File: src/hdl/tlvp_pkg.sv
`timescale 1ns / 1ps
// ----------------------------------------------------------------------------
// Attribute TLV parser package
// Shared word types, phase codes and byte-count constants.
// ----------------------------------------------------------------------------
package tlvp_pkg;

    localparam int unsigned COUNT_W = 16;

    localparam logic [COUNT_W-1:0] HEADER_AND_ID_BYTES = 16'd6;
    localparam logic [COUNT_W-1:0] LENGTH_BYTES        = 16'd2;
    localparam logic [COUNT_W-1:0] ID_BYTES            = 16'd1;

    typedef enum logic [1:0] {
        PH_ID    = 2'd0,
        PH_LEN   = 2'd1,
        PH_VALUE = 2'd2
    } phase_t;

    typedef struct packed {
        logic       restart;
        logic [7:0] data_byte;
    } in_word_t;

    typedef struct packed {
        logic [7:0]         value_byte;
        logic [7:0]         attribute_id;
        logic [COUNT_W-1:0] byte_position;
        logic               last;
    } out_word_t;

endpackage

File: src/hdl/tlvp_parser.sv
`timescale 1ns / 1ps
// ----------------------------------------------------------------------------
// Attribute TLV parser state machine
// Tracks header, id, length and value phases and forms one result per value byte.
// ----------------------------------------------------------------------------
module tlvp_parser (
    input  logic                aclk,
    input  logic                aresetn,
    input  logic                in_accept,
    input  tlvp_pkg::in_word_t  in_word,
    output logic                res_valid,
    output tlvp_pkg::out_word_t res_word
);

    tlvp_pkg::phase_t                 phase_reg, phase_next;
    logic [tlvp_pkg::COUNT_W-1:0]     seen_reg, seen_next;
    logic [tlvp_pkg::COUNT_W-1:0]     wanted_reg, wanted_next;
    logic [7:0]                       id_reg, id_next;
    logic [7:0]                       len_low_reg, len_low_next;
    logic [tlvp_pkg::COUNT_W-1:0]     seen_inc;
    logic [tlvp_pkg::COUNT_W-1:0]     len_full;
    logic                             fin;

    always_ff @(posedge aclk) begin
        if (!aresetn) begin
            phase_reg   <= tlvp_pkg::PH_ID;
            seen_reg    <= '0;
            wanted_reg  <= tlvp_pkg::HEADER_AND_ID_BYTES;
            id_reg      <= '0;
            len_low_reg <= '0;
        end else begin
            phase_reg   <= phase_next;
            seen_reg    <= seen_next;
            wanted_reg  <= wanted_next;
            id_reg      <= id_next;
            len_low_reg <= len_low_next;
        end
    end

    assign seen_inc = seen_reg + 16'd1;
    assign len_full = {in_word.data_byte, len_low_reg};
    assign fin      = (seen_inc >= wanted_reg);

    always_comb begin
        phase_next   = phase_reg;
        seen_next    = seen_reg;
        wanted_next  = wanted_reg;
        id_next      = id_reg;
        len_low_next = len_low_reg;
        res_valid    = 1'b0;

        res_word.value_byte    = in_word.data_byte;
        res_word.attribute_id  = id_reg;
        res_word.byte_position = seen_reg;
        res_word.last          = fin;

        if (in_accept) begin
            if (in_word.restart) begin
                phase_next  = tlvp_pkg::PH_ID;
                seen_next   = '0;
                wanted_next = tlvp_pkg::HEADER_AND_ID_BYTES;
            end else begin
                case (phase_reg)
                    tlvp_pkg::PH_LEN: begin
                        seen_next = seen_inc;
                        if (seen_inc < wanted_reg) begin
                            len_low_next = in_word.data_byte;
                        end else begin
                            seen_next = '0;
                            if (len_full == '0) begin
                                wanted_next = tlvp_pkg::ID_BYTES;
                                phase_next  = tlvp_pkg::PH_ID;
                            end else begin
                                wanted_next = len_full;
                                phase_next  = tlvp_pkg::PH_VALUE;
                            end
                        end
                    end
                    tlvp_pkg::PH_VALUE: begin
                        res_valid = 1'b1;
                        seen_next = seen_inc;
                        if (fin) begin
                            seen_next   = '0;
                            wanted_next = tlvp_pkg::ID_BYTES;
                            phase_next  = tlvp_pkg::PH_ID;
                        end
                    end
                    default: begin
                        seen_next = seen_inc;
                        if (!(seen_inc < wanted_reg)) begin
                            id_next     = in_word.data_byte;
                            seen_next   = '0;
                            wanted_next = tlvp_pkg::LENGTH_BYTES;
                            phase_next  = tlvp_pkg::PH_LEN;
                        end
                    end
                endcase
            end
        end
    end

endmodule

File: src/hdl/tlvp_out_reg.sv
`timescale 1ns / 1ps
// ----------------------------------------------------------------------------
// Attribute TLV parser result register
// Holds one result word and lets a new input word in whenever it is free or drains.
// ----------------------------------------------------------------------------
module tlvp_out_reg (
    input  logic                aclk,
    input  logic                aresetn,
    input  logic                res_valid,
    input  tlvp_pkg::out_word_t res_word,
    output logic                in_ready,
    input  logic                m_ready,
    output logic                m_valid,
    output tlvp_pkg::out_word_t m_data
);

    logic                valid_reg, valid_next;
    tlvp_pkg::out_word_t data_reg;

    assign in_ready = !valid_reg || m_ready;

    always_comb begin
        valid_next = valid_reg;
        if (in_ready) begin
            valid_next = res_valid;
        end
    end

    always_ff @(posedge aclk) begin
        if (!aresetn) begin
            valid_reg <= 1'b0;
        end else begin
            valid_reg <= valid_next;
        end
    end

    always_ff @(posedge aclk) begin
        if (in_ready && res_valid) begin
            data_reg <= res_word;
        end
    end

    assign m_valid = valid_reg;
    assign m_data  = data_reg;

endmodule

File: src/hdl/notification_attribute_tlv_parser_top.sv
`timescale 1ns / 1ps
// ----------------------------------------------------------------------------
// Notification attribute TLV parser
// Streams the value bytes of each attribute in an attribute-response stream.
// ----------------------------------------------------------------------------
// The input channel (s_valid, s_ready, s_data) carries one word per stream
// byte, or a restart word that sends the parser back to skipping the header.
// The result channel (m_valid, m_ready, m_data) carries one word per value
// byte, tagged with its attribute id, its offset in the value and a last flag.
// Header, id and length bytes, restarts and zero-length attributes give no
// result word.
// A result word appears in the cycle after its input word is accepted. The
// block takes one input word per cycle while the receiver keeps up; the single
// result register sets that figure. When the receiver stalls with a result held,
// s_ready drops until the result is taken, so nothing is lost. Reset empties the
// result register and puts the parser into header-skip mode, as a restart does.
// ----------------------------------------------------------------------------
module notification_attribute_tlv_parser_top (
    input  logic                aclk,
    input  logic                aresetn,
    input  logic                s_valid,
    output logic                s_ready,
    input  tlvp_pkg::in_word_t  s_data,
    output logic                m_valid,
    input  logic                m_ready,
    output tlvp_pkg::out_word_t m_data
);

    logic                res_valid;
    tlvp_pkg::out_word_t res_word;
    logic                in_accept;

    assign in_accept = s_valid && s_ready;

    tlvp_parser u_parser (
        .aclk      (aclk),
        .aresetn   (aresetn),
        .in_accept (in_accept),
        .in_word   (s_data),
        .res_valid (res_valid),
        .res_word  (res_word)
    );

    tlvp_out_reg u_out_reg (
        .aclk      (aclk),
        .aresetn   (aresetn),
        .res_valid (res_valid),
        .res_word  (res_word),
        .in_ready  (s_ready),
        .m_ready   (m_ready),
        .m_valid   (m_valid),
        .m_data    (m_data)
    );

endmodule

File: config.mk
export PLATFORM = sky130hd
export DESIGN_NAME = notification_attribute_tlv_parser_top
export DESIGN_NICKNAME = d
export VERILOG_FILES = /design/src/hdl/tlvp_pkg.sv /design/src/hdl/tlvp_parser.sv /design/src/hdl/tlvp_out_reg.sv /design/src/hdl/notification_attribute_tlv_parser_top.sv
export SDC_FILE = /design/constraint.sdc
export NUM_CORES = 1
export LEC_CHECK = 0
export ABC_CLOCK_PERIOD_IN_PS = 9600
export BUFFER_PORTS_ARGS = -buffer_cell sky130_fd_sc_hd__buf_4
export CORE_UTILIZATION = 30
export CTS_BUF_LIST = sky130_fd_sc_hd__clkbuf_8
export DETAILED_ROUTE_END_ITERATION = 8
export PLACE_DENSITY = 0.43
export SLEW_MARGIN = 0
export SYNTH_ARGS = -nofsm -noshare
export SYNTH_HDL_FRONTEND = slang
export SYNTH_SLANG_ARGS = --single-unit
File: constraint.sdc
create_clock -name aclk -period 9.6 [get_ports aclk]
set_input_delay 1.44 -clock aclk [delete_from_list [all_inputs] [get_ports aclk]]
set_output_delay 1.44 -clock aclk [all_outputs]
set_load 0.1 [all_outputs]
==> reports/summary.txt <==
Setup Buffers After CTS: 0
number of flip-flops in the largest register: 33
CP Cell Sequence: ha_1 -> and3_1 -> nand4_1 -> or3b_2 -> xnor2_1 -> ha_1 -> nand2_1 -> o21ai_1 -> a2111o_1 -> nor2_1 -> a221o_1
CP top delay family: simple AND/OR/NAND/NOR gates
M3 GR Usage: 3.22%
Synth top cells by count: dfxtp_1, edfxtp_1, inv_1
count of standard-cell rows: 40
crit path DAT: 4690 ps
H-tree Lvls: 3
worst r2r src: u_parser.seen_reg[0]$_SDFFE_PN0P_
Core Region: 12300 um2
dominant cells by area after synthesis: dfxtp_1, edfxtp_1, ha_1
pwr/cell area: 141 nW/um2
slowest CP cell: nor2_1
actual slew at the worst max-slew pin: 1170 ps
max_cap viols: 0
Die Span Y: 115 um
R2R depth: 11
Pins Over Slew Limit: 0
cts hold-fix bufs: 0
run status: finished, final reports clean
reg2reg end: u_parser.seen_reg[11]$_SDFFE_PN0P_
Vias/cell: 4.69
worst hold path depth: 0
Hold Path Class: reg2reg
DRC Markers: 0
CTS tree: done
die area: 13200 um2
RSZ-0062 raised after global routing: false
post-synthesis cell count: 325
LEAKAGE: 1.71 nW
Setup TNS: 0 ps
first-pass GRT wire length: 13600 um
Routed WL: 8440 um
Avg Cell Area, Syn: 11.8 um2
CP Capture Type: flop
drt wl/cell: 15.5 um
Worst Hold Endpoint: u_out_reg.m_data[23]$_DFFE_PP_
CP peak stage delay: 740 ps
FMAX: 227 MHz
CP dominant cell by count: ha_1
CTS Root Cell: clkbuf_8
ant diodes: 0
Total GRT Usage: 13.7%
post-CTS sizing: 0
Buf/Inv on CP: 0
Distinct cells, synth: 59
Finished Cell Area: 4510 um2
yosys warns: 0
M2 GR Usage: 22.0%
min cycle time layout: 4400 ps
CP Max Fanout: 12
Clock transition at path regs: 80 ps
R2R setup slack: 5200 ps
dpl hpwl: 6060 um
Post-synth EDFFs: 33
fin nets: 403
Die Wd: 115 um
fraction of the cycle the final worst path needs: 45.9%
Critical Path Source Type: flop
Post-Syn Nets: 357
worst skew pair latency: 350 ps
first drt pass iteration count: 4
Placer Congestion: 0.753
io pins: 48
Area after DPL: 4320 um2
Initial Utilization: 31.3%
vias in the first global route: 2571
Yosys top cell by area: dfxtp_1
# fillers: 1257
Rel. slew slack: 21.9%
layout cells sized above 1: 23.1%
CP required: 9890 ps
setup violators final: 0
Post-DRT Antenna Nets: 0
Final Hold Fails: 0
initial antenna violation count: 0
largest net degree at the start of global routing: 34
Max VDD drop: 0.0595 mV
Syn Std Cell Area: 3840 um2
PortBufs: 47
flops & latches, synth: 84
grt total ovfl: 0
sequential share of the synthesized area: 52.4%
Layout area overhead: 17.7%
Num CTS Buffers: 9
met1 GRT Util: 18.2%
CTS Sinks: 84
Max Root-Sink Buffers: 2
most frequent cell after synthesis: dfxtp_1
DRT iter0 DRCs: 96
min-delay src: u_parser.id_reg[6]$_SDFFE_PN0P_
Crit Path Class: reg2reg
Clock Skews: 11.1 ps
via count: 2551
Synth top area share: 26.6%
most used routing layer: met2
main flop type after synthesis: dfxtp_1
async set-reset flop share out of synthesis: 0%
## where the power goes
group	switching, mW	internal (mW)	leakage [nW]
logic	0.0119	0.00730	0.882
registers	0.000682	0.368	0.722
clock network	0.130	0.120	0.105
total	0.142	0.495	1.71
## placed cells by master, fill, tap and decap left out, drive strengths merged, types with 7 or more instances in the layout
cell / n
dfxtp: 51
buf: 48
edfxtp: 33
inv: 25
a22o: 21
mux2i: 19
ha: 19
nand2: 18
nor2b: 17
nor2: 11
xnor2: 10
clkbuf: 9
nor3: 8
a21oi: 8
nand4: 8
nor4: 7
## layout make-up
| type | instances | area [um2] | share of cell area (%) |
|---|---|---|---|
| multi-input combinational | 206 | 1660 | 36.7 |
| tap | 168 | 210 | 4.66 |
| inverter | 22 | 82.6 | 1.83 |
| timing repair buffer | 48 | 360 | 7.98 |
| clock buffer | 9 | 124 | 2.74 |
| sequential | 84 | 2010 | 44.6 |
| clock inverter | 7 | 67.6 | 1.50 |
## how the worst max path moves through the flow
stage                                                 start                                  to  slack [ps]  depth (start not counted)
after CTS                 u_parser.seen_reg[0]$_SDFFE_PN0P_  u_parser.seen_reg[11]$_SDFFE_PN0P_        5210                         11
after detailed placement  u_parser.seen_reg[0]$_SDFFE_PN0P_   u_parser.seen_reg[5]$_SDFFE_PN0P_        5250                         11
final                     u_parser.seen_reg[0]$_SDFFE_PN0P_  u_parser.seen_reg[11]$_SDFFE_PN0P_        5200                         11
after global routing      u_parser.seen_reg[0]$_SDFFE_PN0P_   u_parser.seen_reg[5]$_SDFFE_PN0P_        4880                         11
after global placement    u_parser.seen_reg[0]$_SDFFE_PN0P_  u_parser.seen_reg[15]$_SDFFE_PN0P_        5250                         11
after floorplan                                     m_ready       u_out_reg.m_data[0]$_DFFE_PP_        5890                          4
## metrics by stage
stage	total power, mW	worst slack [ps]	cells	hold slack, ps	util [%]
after floorplan	0.388	5890	325	403	-
after global placement	0.397	5250	528	410	35.3
after detailed placement	0.397	5250	528	417	35.3
after CTS	0.647	5210	544	440	36.8
after global routing	0.665	4880	544	454	36.8
final	0.638	5200	544	438	36.8
## routing by layer
metal  part of all wire, %  up-vias
li1                      -     1290
met1                    49     1225
met2                    47       31
met3                   3.3        5
met4                   1.2        0
met5                     0        -
## worst reg2reg max path, cell delays in order, from the launching register on
cell and delay [ps]:
dfxtp_1 460, ha_1 280, and3_1 250, nand4_1 320, or3b_2 600, xnor2_1 200
ha_1 300, nand2_1 80, o21ai_1 240, a2111o_1 590, nor2_1 740, a221o_1 270
## cells by family (layout without fill, tap and decap cells)
kind of cell | count (synthesis) | in the layout | synth area share [%]
AO/OA/AOI/OAI | 57 | 57 | 12.9
XOR/XNOR | 14 | 14 | 3.20
adder cells (fa/ha/maj) | 19 | 19 | 6.20
buffers and inverters | 35 | 86 | 4.34
flip-flops | 84 | 84 | 52.4
multiplexers | 19 | 19 | 4.96
AND/OR/NAND/NOR | 97 | 97 | 16.0
No activity file was read; power rests on OpenSTA's default activity.
